--- config.mk ---
export PLATFORM = sky130hd
export DESIGN_NAME = quad_encoder_period_direction
export DESIGN_NICKNAME = d
export VERILOG_FILES = /design/src/rtl/core/qepd_pkg.sv /design/src/rtl/core/quad_encoder_period_direction.sv
export SDC_FILE = /design/constraint.sdc
export NUM_CORES = 1
export LEC_CHECK = 0
export BUFFER_PORTS_ARGS = -buffer_cell sky130_fd_sc_hd__buf_2
export CORE_MARGIN = 2
export CORE_UTILIZATION = 25
export DETAILED_ROUTE_END_ITERATION = 6
export MAX_ROUTING_LAYER = met4
export PLACE_DENSITY = 0.4
export RECOVER_POWER = 25
export SLEW_MARGIN = 20
export SYNTH_ARGS = -nofsm -noshare
export SYNTH_HDL_FRONTEND = slang
export SYNTH_SLANG_ARGS = --single-unit
--- constraint.sdc ---
create_clock -name clk -period 19.2 [get_ports clk]
set_clock_uncertainty 0.1 [all_clocks]
set_input_delay 1.92 -clock clk [delete_from_list [all_inputs] [get_ports clk]]
set_output_delay 1.92 -clock clk [all_outputs]
set_load 0.02 [all_outputs]
--- src/rtl/core/qepd_pkg.sv ---
// Shared types and constants for the quadrature encoder period and direction meter.
`default_nettype none

package qepd_pkg;

  // Field widths
  localparam int TIME_W = 31;

  // Moving average: window length is a power of two so the average is a shift
  localparam int AVG_SHIFT = 3;
  localparam int AVG_LEN   = 1 << AVG_SHIFT;
  localparam int PTR_W     = (AVG_SHIFT > 0) ? AVG_SHIFT : 1;
  localparam int SUM_W     = TIME_W + AVG_SHIFT;

  // Stream payload widths, tdata padded to whole bytes
  localparam int S_DATA_W = 40;
  localparam int S_USER_W = 2;
  localparam int M_DATA_W = 64;
  localparam int M_USER_W = 1;

  // Saturated period for equal timestamps
  localparam logic [TIME_W-1:0] PERIOD_MAX = {TIME_W{1'b1}};

  // Event codes
  typedef enum logic [1:0] {
    CMD_EDGE_V = 2'd0,
    CMD_EDGE_W = 2'd1,
    CMD_STALL  = 2'd2,
    CMD_NONE   = 2'd3
  } cmd_t;

  typedef logic [TIME_W-1:0] time_t;

endpackage

`default_nettype wire

--- src/rtl/core/quad_encoder_period_direction.sv ---
// Quadrature encoder period, moving average and direction meter.
//
//   channel  dir  tdata (low bit up)                          tuser
//   s_*      in   capture_time[30:0] level_v level_w pad[6:0] cmd[1:0]
//   m_*      out  period[30:0] period_average[30:0] direction period_updated
//
// The event is decoded and the state and result register
// update at the accepting edge; the result appears on m_* in the next cycle.
// The single result register sets the rate: a new item is taken every cycle
// while the result is consumed in that same cycle (s_tready = !m_tvalid | m_tready).
// Synchronous reset clears the measurement state but the sample window array, and empties the result register.
// A stalled result holds m_* and back-pressures s_*; no item is dropped.
`default_nettype none

module quad_encoder_period_direction (
  input  wire                          clk,
  input  wire                          rst,
  input  wire                          s_tvalid,
  output logic                         s_tready,
  // capture_time[30:0], level_v[31], level_w[32], zero pad [39:33]
  input  wire  [qepd_pkg::S_DATA_W-1:0] s_tdata,
  // cmd[1:0]
  input  wire  [qepd_pkg::S_USER_W-1:0] s_tuser,
  output logic                         m_tvalid,
  input  wire                          m_tready,
  // period[30:0], period_average[61:31], direction[62], zero pad [63]
  output logic [qepd_pkg::M_DATA_W-1:0] m_tdata,
  // period_updated[0]
  output logic [qepd_pkg::M_USER_W-1:0] m_tuser
);
  import qepd_pkg::*;

  // Measurement state
  time_t             last_capture;
  logic              have_capture;
  logic              last_v;
  logic              last_w;
  logic              rotation;
  time_t             held_period;
  time_t             held_average;
  time_t             window [AVG_LEN];
  logic [SUM_W-1:0]  window_sum;
  logic [PTR_W-1:0]  window_pointer;
  logic              window_primed;

  // Next values
  time_t             last_capture_next;
  logic              have_capture_next;
  logic              last_v_next;
  logic              last_w_next;
  logic              rotation_next;
  time_t             held_period_next;
  time_t             held_average_next;
  logic [SUM_W-1:0]  window_sum_next;
  logic [PTR_W-1:0]  window_pointer_next;
  logic              window_primed_next;
  logic              updated;

  // Unpacked input item
  cmd_t   cmd;
  time_t  capture_time;
  logic   level_v;
  logic   level_w;
  logic   accept;
  logic   prior;
  time_t  delta;
  time_t  sample;
  logic [SUM_W-1:0] sum_step;

  assign cmd          = cmd_t'(s_tuser[1:0]);
  assign capture_time = s_tdata[TIME_W-1:0];
  assign level_v      = s_tdata[TIME_W];
  assign level_w      = s_tdata[TIME_W+1];

  assign s_tready = !m_tvalid || m_tready;
  assign accept   = s_tvalid && s_tready;

  // Period since the previous capture, saturated when timestamps match
  assign prior  = have_capture && (last_capture != '0);
  assign delta  = capture_time - last_capture;
  assign sample = (delta == '0) ? PERIOD_MAX : delta;
  assign sum_step = window_sum - SUM_W'(window[window_pointer]) + SUM_W'(sample);

  // Decode the event and form the next state
  always_comb begin
    last_capture_next   = last_capture;
    have_capture_next   = have_capture;
    last_v_next         = last_v;
    last_w_next         = last_w;
    rotation_next       = rotation;
    held_period_next    = held_period;
    held_average_next   = held_average;
    window_sum_next     = window_sum;
    window_pointer_next = window_pointer;
    window_primed_next  = window_primed;
    updated             = 1'b0;
    case (cmd)
      CMD_EDGE_V, CMD_EDGE_W: begin
        if (prior) begin
          if (cmd == CMD_EDGE_V) begin
            rotation_next = (level_v == last_w);
          end else begin
            rotation_next = (level_w != last_v);
          end
          held_period_next = sample;
          updated          = 1'b1;
          if (!window_primed) begin
            window_sum_next     = SUM_W'(sample) << AVG_SHIFT;
            window_pointer_next = '0;
            window_primed_next  = 1'b1;
            held_average_next   = sample;
          end else begin
            window_sum_next     = sum_step;
            window_pointer_next = (window_pointer == PTR_W'(AVG_LEN - 1)) ?
                                  '0 : window_pointer + 1'b1;
            held_average_next   = TIME_W'(sum_step >> AVG_SHIFT);
          end
        end
        last_v_next       = level_v;
        last_w_next       = level_w;
        last_capture_next = capture_time;
        have_capture_next = 1'b1;
      end
      CMD_STALL: begin
        window_sum_next     = '0;
        window_pointer_next = '0;
        window_primed_next  = 1'b0;
        last_capture_next   = '0;
        have_capture_next   = 1'b0;
        held_period_next    = '0;
        held_average_next   = '0;
      end
      default: begin
      end
    endcase
  end

  // Advance control state on each accepted item
  always_ff @(posedge clk) begin
    if (rst) begin
      last_capture   <= '0;
      have_capture   <= 1'b0;
      last_v         <= 1'b0;
      last_w         <= 1'b0;
      rotation       <= 1'b0;
      held_period    <= '0;
      held_average   <= '0;
      window_sum     <= '0;
      window_pointer <= '0;
      window_primed  <= 1'b0;
    end else if (accept) begin
      last_capture   <= last_capture_next;
      have_capture   <= have_capture_next;
      last_v         <= last_v_next;
      last_w         <= last_w_next;
      rotation       <= rotation_next;
      held_period    <= held_period_next;
      held_average   <= held_average_next;
      window_sum     <= window_sum_next;
      window_pointer <= window_pointer_next;
      window_primed  <= window_primed_next;
    end
  end

  // Write the sample window: fill every entry on the first sample, else one slot
  always_ff @(posedge clk) begin
    if (accept && updated) begin
      if (!window_primed) begin
        for (int i = 0; i < AVG_LEN; i++) begin
          window[i] <= sample;
        end
      end else begin
        window[window_pointer] <= sample;
      end
    end
  end

  // Hold the result until taken
  always_ff @(posedge clk) begin
    if (rst) begin
      m_tvalid <= 1'b0;
    end else if (accept) begin
      m_tvalid <= 1'b1;
    end else if (m_tready) begin
      m_tvalid <= 1'b0;
    end
  end

  always_ff @(posedge clk) begin
    if (accept) begin
      m_tdata <= {1'b0, rotation_next, held_average_next, held_period_next};
      m_tuser <= updated;
    end
  end

`ifndef ASSERT_OFF
  // A stall leaves the filter empty and the period cleared
  assert property (@(posedge clk) disable iff (rst)
    accept && (cmd == CMD_STALL) |=> !window_primed && (held_period == '0)
                                     && !have_capture)
    else $error("stall did not clear the measurement");

  // An accepted item always yields a result
  assert property (@(posedge clk) disable iff (rst)
    accept |=> m_tvalid)
    else $error("accepted item produced no result");

  // A reported new sample implies the filter holds data
  assert property (@(posedge clk) disable iff (rst)
    m_tvalid && m_tuser[0] |-> window_primed && (m_tdata[TIME_W-1:0] != '0))
    else $error("updated result without primed filter");

  // Without a previous capture the period is cleared
  assert property (@(posedge clk) disable iff (rst)
    !have_capture |-> (held_period == '0) && (held_average == '0))
    else $error("period held without a capture");
`endif

endmodule

`default_nettype wire

# Word-level counts from Yosys, hierarchy flattened
# Memories as Yosys holds them, arrays and structs flattened. A register that Yosys moved wholly into a read port is not among the register bits.
# Index checks and enable logic that the tools add are counted.
# word_totals
mem_bits_rw,248
memories,1
input_bits,46
ff_bits,200
word_cells,74
out_inout_bits,67
# memory_table
memory,depth,word_bits,rd,rd_ports_with_merged_regs,write_ports,line_no,source
window,8,31,1,1,8,quad_encoder_period_direction.sv:41,time_t window [AVG_LEN];
# classes
n_addsub,4
eq_ne,6
n_mux,35
reduce_logical,15
# ops
operator,n
one-hot mux 31 bit (2 select lines),3
2-to-1 mux 31 bit,5
2-to-1 mux 34 bit,2
one-hot mux 34 bit (2 select lines),1
adder 34 x 31 -> 34 bit,1
subtractor 34 x 31 -> 34 bit,1
zero test 31 bit,1
nonzero test 31 bit,1
OR reduction 31 bit,1
subtractor 31 bit,1
2-to-1 mux 3 bit,6
2-to-1 mux 1 bit,15
one-hot mux 3 bit (2 select lines),1
one-hot mux 1 bit (2 select lines),2
AND reduction 2 bit,2
nonzero test 2 bit,2
adder 3 x 1 -> 3 bit (second input constant),1
== test 3 bit (second input constant),1
logical AND 1 bit,3
AND reduction 3 bit,1
== test 2 x 1 -> 1 bit (second input constant),1
== test 2 bit (second input constant),1
zero test 2 bit,1
!= test 2 bit (second input constant),1
other kinds (5),5

# Logic depth before layout (Yosys ltp)
# Gate-level depths: netlist of run 1.
# depth
ltp_word,9
depth_mapped,28
mapped_depth_nobuf,27

# Least setup slack after synthesis of run 1
# No wires, ideal clock.
# synth_path
path_kind,input to register
from,input port s_tdata[0] in the netlist's numbering
to,register m_tdata[54] in the netlist's numbering (data pin)
n_path_buf,1
t_arrival_ns,7.932
path_slack_ns,10.894
required_time_ns,18.827
path_stages,25
setup_time_ns,0.273
path_cell_list,inv_1 > ha_1 > fa_1 > nor2b_1 > o31a_1 > o211ai_1 > o41a_1 > a32oi_1 > o311ai_1 > or4b_1 > nor3_4 > buf_2 > nor2_1 > fa_1 > fa_1 > nor2b_1 > o21ai_0 > a21oi_1 > o211ai_1 > o21a_1 > o31a_1 > o21ai_0 > a41oi_1 > xor2_1 > o221ai_1
# synth_between
elab_chain_cells,7
# synth_lines
element,line_no,source
start: declaration,quad_encoder_period_direction.sv:21,"input wire [qepd_pkg::S_DATA_W-1:0] s_tdata,"
subtractor 31 bit (*),quad_encoder_period_direction.sv:80,assign delta = capture_time - last_capture;
zero test 31 bit,quad_encoder_period_direction.sv:81,assign sample = (delta == '0) ? PERIOD_MAX : delta;
2-to-1 mux 31 bit (*),quad_encoder_period_direction.sv:81,
adder 34 x 31 -> 34 bit,quad_encoder_period_direction.sv:82,assign sum_step = window_sum - SUM_W'(window[window_pointer]) + SUM_W'(sample);
2-to-1 mux 31 bit (*),quad_encoder_period_direction.sv:107,if (!window_primed) begin
2-to-1 mux 31 bit (*),quad_encoder_period_direction.sv:99,if (prior) begin
one-hot mux 31 bit (2 select lines) (*),quad_encoder_period_direction.sv:97,case (cmd)
net held_average_next[23],quad_encoder_period_direction.sv:53,time_t held_average_next;
end signal: assignment,quad_encoder_period_direction.sv:191,"m_tdata <= {1'b0, rotation_next, held_average_next, held_period_next};"
end: declaration,quad_encoder_period_direction.sv:27,"output logic [qepd_pkg::M_DATA_W-1:0] m_tdata,"
# Mark *: on every way through the listed nets, which the timed path passes. The rest lies on a longest branch.
# A chain may end at the register's enable or synchronous reset.

# Worst setup path after layout of run 1
# layout_path
from,input port s_tdata[0] in the netlist's numbering
to,register m_tdata[57] in the netlist's numbering (data pin)
# layout_between
elab_chain_cells,7
# layout_lines
element,line_no,source
subtractor 31 bit (*),quad_encoder_period_direction.sv:80,
zero test 31 bit,quad_encoder_period_direction.sv:81,
2-to-1 mux 31 bit (*),quad_encoder_period_direction.sv:81,
net sample[7],quad_encoder_period_direction.sv:67,time_t sample;
adder 34 x 31 -> 34 bit (*),quad_encoder_period_direction.sv:82,
2-to-1 mux 31 bit (*),quad_encoder_period_direction.sv:107,
2-to-1 mux 31 bit (*),quad_encoder_period_direction.sv:99,
one-hot mux 31 bit (2 select lines) (*),quad_encoder_period_direction.sv:97,
net held_average_next[26],quad_encoder_period_direction.sv:53,
# Marked as above.

==> results of run 1 <==
[metrics by stage]
stage          setup WS, ns   util  total power, mW  cells  hold slack (ns)
2_1_floorplan         10.89      -             1.41   1892            0.323
3_3_place_gp           8.66  0.275             1.57   3084            0.334
3_5_place_dp           8.68  0.275             1.58   3084            0.337
4_1_cts                9.32  0.297             2.66   3186            0.346
5_1_grt                8.82  0.296             2.74   3186            0.373
6_report               9.22  0.296             2.63   3186            0.350
[placed cells by master, fill, tap and decap left out, types with 23 or more instances in the layout]
master | Yosys | final
buf_4 | 3 | 32
buf_2 | 6 | 38
clkbuf_1 | 86 | 83
a22oi_1 | 36 | 36
fa_1 | 32 | 32
nor2_1 | 123 | 121
nand3_1 | 47 | 47
o21ai_0 | 129 | 129
a21o_1 | 23 | 23
clkbuf_16 | 0 | 55
edfxtp_1 | 312 | 312
nand2_1 | 189 | 188
xor2_1 | 23 | 23
a21oi_1 | 110 | 104
mux4_2 | 62 | 62
ha_1 | 66 | 66
inv_1 | 135 | 134
o211ai_1 | 38 | 38
dfxtp_1 | 139 | 135
[logic make-up after synthesis]
logic type	Yosys count	synth area share
buffers and inverters	242	0.0422
XOR/XNOR	45	0.0180
flip-flops	451	0.554
AO/OA/AOI/OAI	469	0.136
AND/OR/NAND/NOR	489	0.103
other	1	0.000171
multiplexers	97	0.0806
adder cells (fa/ha/maj)	98	0.0668
[power groups by stage]
stage	clock, mW	sequential (mW)	combinational, mW
after floorplan	0	1.13	0.277
after global placement	0	1.12	0.448
after detailed placement	0	1.12	0.453
after CTS	1.10	1.10	0.456
after global routing	1.14	1.11	0.496
final	1.07	1.10	0.451
[critical path: cells and delay by family]
kind	cells	cell delay, ns
fa+ha+maj	4	1.44
simple gates	8	2.77
xor+xnor	1	0.21
buf+inv	4	0.97
compound gates	10	2.87
[how the worst min path moves through the flow]
stage	from	end	slack [ns]	cells after the start
after global routing	held_period[9]$_SDFFE_PP0P_	held_period[9]$_SDFFE_PP0P_	0.37	2
after floorplan	held_average[9]$_SDFFE_PP0P_	held_average[9]$_SDFFE_PP0P_	0.32	2
final	held_period[4]$_SDFFE_PP0P_	held_period[4]$_SDFFE_PP0P_	0.35	2
after CTS	held_average[9]$_SDFFE_PP0P_	held_average[9]$_SDFFE_PP0P_	0.35	2
after global placement	held_period[11]$_SDFFE_PP0P_	held_period[11]$_SDFFE_PP0P_	0.33	2
after detailed placement	held_average[9]$_SDFFE_PP0P_	held_average[9]$_SDFFE_PP0P_	0.34	2
[sequential cells by signal (all words and copies together) (netlist names), named ones only]
name	flops
window	248
m_tdata	63
window_sum	34
held_average	31
held_period	31
last_capture	31
window_pointer	3
have_capture	1
last_v	1
last_w	1
m_tuser	1
m_tvalid	1
rotation	1
window_primed	1
[metal layers]
metal,vias up,global-route usage,part of all wire,routed length (um)
li1,7199,-,-,-
met1,7814,0.208,0.46,31700
met2,358,0.255,0.48,33200
met3,84,0.0212,0.043,2960
met4,0,0.0381,0.022,1540
met5,-,-,0,0
[cell type report]
cell class | instances | area, um^2 | area share
inverters | 136 | 512 | 0.0199
clock inverters | 29 | 367 | 0.0143
multi-input cells | 1199 | 8970 | 0.349
well taps | 1155 | 1450 | 0.0563
clock buffers | 73 | 1520 | 0.0593
repair buffers | 143 | 704 | 0.0274
flip-flops and latches | 451 | 12200 | 0.473
==> flow_summary.yaml, run 1 <==
synth:
  ys_top_cells_by_area: "edfxtp_1, dfxtp_1, mux4_2"
  synth_edf_count: 312
  async_flop_share: 0
  yosysMostFrequentCell: "edfxtp_1"
  yosys.area.top_type: "edfxtp_1"
  postSynthAreaPerCell_um2: 11.6
  ys.flop_type: "edfxtp_1"
  ys_types: 69
  yosysSeqAreaShare: 0.554
  synth_warnings: 0
  yosys-top-cells-count: "edfxtp_1, nand2_1, dfxtp_1"
  synth_area_um2: 21900
  yosys_register_bits: 451
  synth_nets: 2036
  synth_top_area_share: 0.427
  syn_inst: 1892
placement:
  gp_congestion: 0.858
  place_area_um2: 23900
  hpwl_um: 47300
  io_buffers: 104
cts:
  clockRootBuffer: "clkbuf_16"
  hold_buffers: 0
  postCtsResizedCells: 0
  cts.clk_slew.worst_paths_ns: 0.06
  clk_latency_ns: 0.63
  cts_sinks: 451
  cts_htree_levels: 2
  cts_tree: "built"
  cts_setup_buffers: 0
  clock_path_buffers: 3
  cts_inserted_buffers: 54
sta:
  relSlewSlack: -1.09
  tightest_slew_ns: 3.13
  fin_crit_ns: 9.98
  fin_setup_tns_ns: 0
  hold_viol_final: 0
  slew_viol_final: 293
  rsz0062_at_grt: "false"
  clock.fmax_mhz: 100
  fin_crit_sh: 0.520
  setup_violations: 0
route:
  dr.pass1.iters: 5
  drc_errors: 0
  vias_per_cell: 4.85
  detail-route-antenna-nets: 0
  routedWlPerCell_um: 21.8
  via_count: 15500
  first_iter_violations: 1248
  drt-total-wl_um: 69400
floorplanning:
  die_y_um: 300
  start_util: 0.253
  rows: 108
  fp.coreArea_um2: 86900
  die_w_um: 300
  io_pins: 113
  dieArea_um2: 90200
power_and_ir_drop:
  peakVddDrop_mv: 0.0585
  p_int_mw: 1.87
  power_density_nw_per_um2: 102
  p_seq_frac: 0.420
  p_sw_mw: 0.754
  leakage_nw: 8.84
  p_sw_frac: 0.287
  combPwrFrac: 0.172
  p_clk_frac: 0.408
worst_setup_path:
  cpPeakStageDelay_ns: 0.66
  startpoint: "s_tdata[0]"
  critPathMaxFanout: 40
  path_class: "in2reg"
  rrSetupSlack_ns: 10.34
  cp-endpoint: "m_tdata[57]$_DFFE_PP_"
  cp.arrival_ns: 10.22
  rr_startpoint: "last_capture[0]$_SDFFE_PP0P_"
  reg2reg_depth: 25
  critPathCaptureType: "flip-flop"
  cp.required_ns: 19.44
  crit_slowest_cell: "nor4_1"
  startpoint_type: "input pin"
  rr_endpoint: "m_tdata[57]$_DFFE_PP_"
run:
  max-cap-violations: 9
finish:
  nFillCells: 8924
  num_antenna_cells: 0
  area_growth_pct: 17.0
  fin_nets: 2129
  drive_gt1_frac: 0.131
  final_area_um2: 25700
grt:
  grt-ovfl-total: 0
  groute.usage.overall: 0.157
  grt_pass1_wl_um: 102000
  grt_pass1_vias: 15300
  antenna_found_initial: 3
  grt_max_degree: 80
status:
  status: "complete, but fails checks"
  failed_checks: "capacitance limit, slew limit"
min_path:
  hp-class: "reg2reg"
Note: power is estimated with default switching activity, not from simulation.
==> run 2: changes to the inputs <==
--- a/config.mk
+++ b/config.mk
@@ -10,7 +10,7 @@
 export CORE_UTILIZATION = 25
 export DETAILED_ROUTE_END_ITERATION = 6
 export MAX_ROUTING_LAYER = met4
-export PLACE_DENSITY = 0.4
+export PLACE_DENSITY = 0.42
 export RECOVER_POWER = 25
 export SLEW_MARGIN = 20
 export SYNTH_ARGS = -nofsm -noshare
==> constraint.sdc (replaced) <==
create_clock -name clk -period 8.6 [get_ports clk]
set_clock_uncertainty 0.1 [all_clocks]
set_input_delay 0.86 -clock clk [delete_from_list [all_inputs] [get_ports clk]]
set_output_delay 0.86 -clock clk [all_outputs]
set_load 0.02 [all_outputs]
==> run 2 against run 1 <==
  * The flow still finishes with violations (capacitance limit, slew limit)
  * Global-route usage decreased by 0.058 points
  * Hold slack lost 0.0011 ns
  * Cell area up 0.19%
  * Largest power group unchanged
  * Worst setup slack lost 8.5 ns
  * Sequential share of layout area is 0.090 points lower
  * Via count decreased by 0.82%
  * Non-clock buffer count increased by 27
  * Wire length decreased by 0.19%
  * Register-to-register slack got worse by 9.5 ns
  * Die area did not move
  * Power grew 120%
==> flow_summary.yaml, run 2 (synthesis gave the netlist of run 1 again) <==
status:
  status: "complete, but fails checks"
  failed_checks: "capacitance limit, slew limit"
finish:
  mostFrequentLayoutCells: "edfxtp_1, nand2_1, inv_1, dfxtp_1, o21ai_0"
  fin_nets: 2153
  top_register: "window"
  final_common_cell: "edfxtp_1"
  largest_reg_flops: 248
  top_regs: "window: 248 flops, m_tdata: 63 flops, window_sum: 34 flops"
  drive_gt1_frac: 0.138
  area_growth_pct: 17.3
grt:
  grt_max_degree: 80
  grt_pass1_wl_um: 102000
  groute.usage.overall: 0.157
  grt_pass1_vias: 15400
  grt-ovfl-total: 0
  antenna_found_initial: 0
cts:
  cts_sinks: 451
  cts_setup_buffers: 0
  hold_buffers: 0
  clock_path_buffers: 3
  cts_inserted_buffers: 51
  cts.clk_slew.worst_paths_ns: 0.06
  cts_htree_levels: 2
  cts_tree: "built"
  postCtsResizedCells: 0
  clockRootBuffer: "clkbuf_16"
  clk_latency_ns: 0.60
route:
  drt-total-wl_um: 69300
  vias_per_cell: 4.78
  first_iter_violations: 1048
  via_count: 15300
  detail-route-antenna-nets: 0
  dr.pass1.iters: 5
  routedWlPerCell_um: 21.6
  drc_errors: 0
floorplanning:
  die_w_um: 300
  start_util: 0.253
  rows: 108
  io_pins: 113
  dieArea_um2: 90200
  die_y_um: 300
  fp.coreArea_um2: 86900
placement:
  hpwl_um: 49500
  io_buffers: 104
  preCtsSetupSlack_ns: 0.240
  gp_congestion: 0.860
worst_setup_path:
  cpPeakStageDelay_ns: 0.67
  rr_startpoint: "last_capture[0]$_SDFFE_PP0P_"
  worst-path-stages: 27
  path_class: "in2reg"
  crit_slowest_cell: "or4b_1"
  startpoint_type: "input pin"
  cp.arrival_ns: 8.04
  cp_top_family: "compound AO/OA/AOI/OAI gates"
  critPathCaptureType: "flip-flop"
  cp.buffers_inverters: 4
  startpoint: "s_tdata[0]"
  cp.required_ns: 8.80
  critPathMaxFanout: 44
  reg2reg_depth: 25
sta:
  fin_crit_sh: 0.911
  fin_crit_ns: 7.83
  fin_ws_ns: 0.767
  slew_viol_final: 254
  tightest_slew_ns: 2.46
  hold_viol_final: 0
  clock.fmax_mhz: 128
  fin_setup_tns_ns: 0
  rsz0062_at_grt: "false"
  setup_violations: 0
  relSlewSlack: -0.639
min_path:
  holdPathStages: 2
  holdCritStartpoint: "held_period[28]$_SDFFE_PP0P_"
  hp-class: "reg2reg"
power_and_ir_drop:
  power_density_nw_per_um2: 222
  peakVddDrop_mv: 0.152
  leakage_nw: 8.90
run:
  max-cap-violations: 7
-- run 2: cell type report --
| cell class | instances | area [um^2] |
|---|---|---|
| Antenna cell | 1 | 2.50 |
| Clock buffer | 66 | 1410 |
| Clock inverter | 30 | 297 |
| Fill cell | 8928 | 61200 |
| Inverter | 136 | 512 |
| Multi-Input combinational cell | 1199 | 8990 |
| Sequential cell | 451 | 12200 |
| Tap cell | 1155 | 1450 |
| Timing Repair Buffer | 170 | 916 |
-- run 2: metrics by stage --
stage	utilization	std cells	hold WS (ns)	cell area [um^2]	total power [mW]
6_report	0.296	3208	0.349	25700	5.71
5_1_grt	0.296	3207	0.365	25700	5.97
4_1_cts	0.297	3207	0.351	25800	5.78
3_5_place_dp	0.278	3111	0.340	24100	3.56
3_3_place_gp	0.278	3111	0.332	24100	3.55
2_1_floorplan	-	1892	0.323	21900	3.14
-- run 2: final timing paths --
check | endpoint | slack, ns
max | m_tdata[61]$_DFFE_PP_ | 0.77
min | held_period[28]$_SDFFE_PP0P_ | 0.35
max reg2reg | m_tdata[61]$_DFFE_PP_ | 0.84
min reg2reg | held_period[28]$_SDFFE_PP0P_ | 0.35
-- run 2: where the power goes --
part / internal, mW / leakage, nW / switching, mW
registers: 2.44 / 4.01 / 0.0241
clock network: 1.29 / 0.841 / 0.910
logic: 0.343 / 4.05 / 0.706
-- run 2: tightest hold or removal path, cell delays in order, from the launching register on --
cell and delay (ns):
dfxtp_1 0.31, nand2_1 0.05, o21ai_1 0.05
-- run 2: metal layers --
layer / routed length [um] / track usage / up-vias
met5: 0 / - / -
li1: - / - / 7243
met3: 2440 / 0.0176 / 75
met1: 31400 / 0.202 / 7684
met4: 1690 / 0.0402 / 0
met2: 33800 / 0.261 / 327
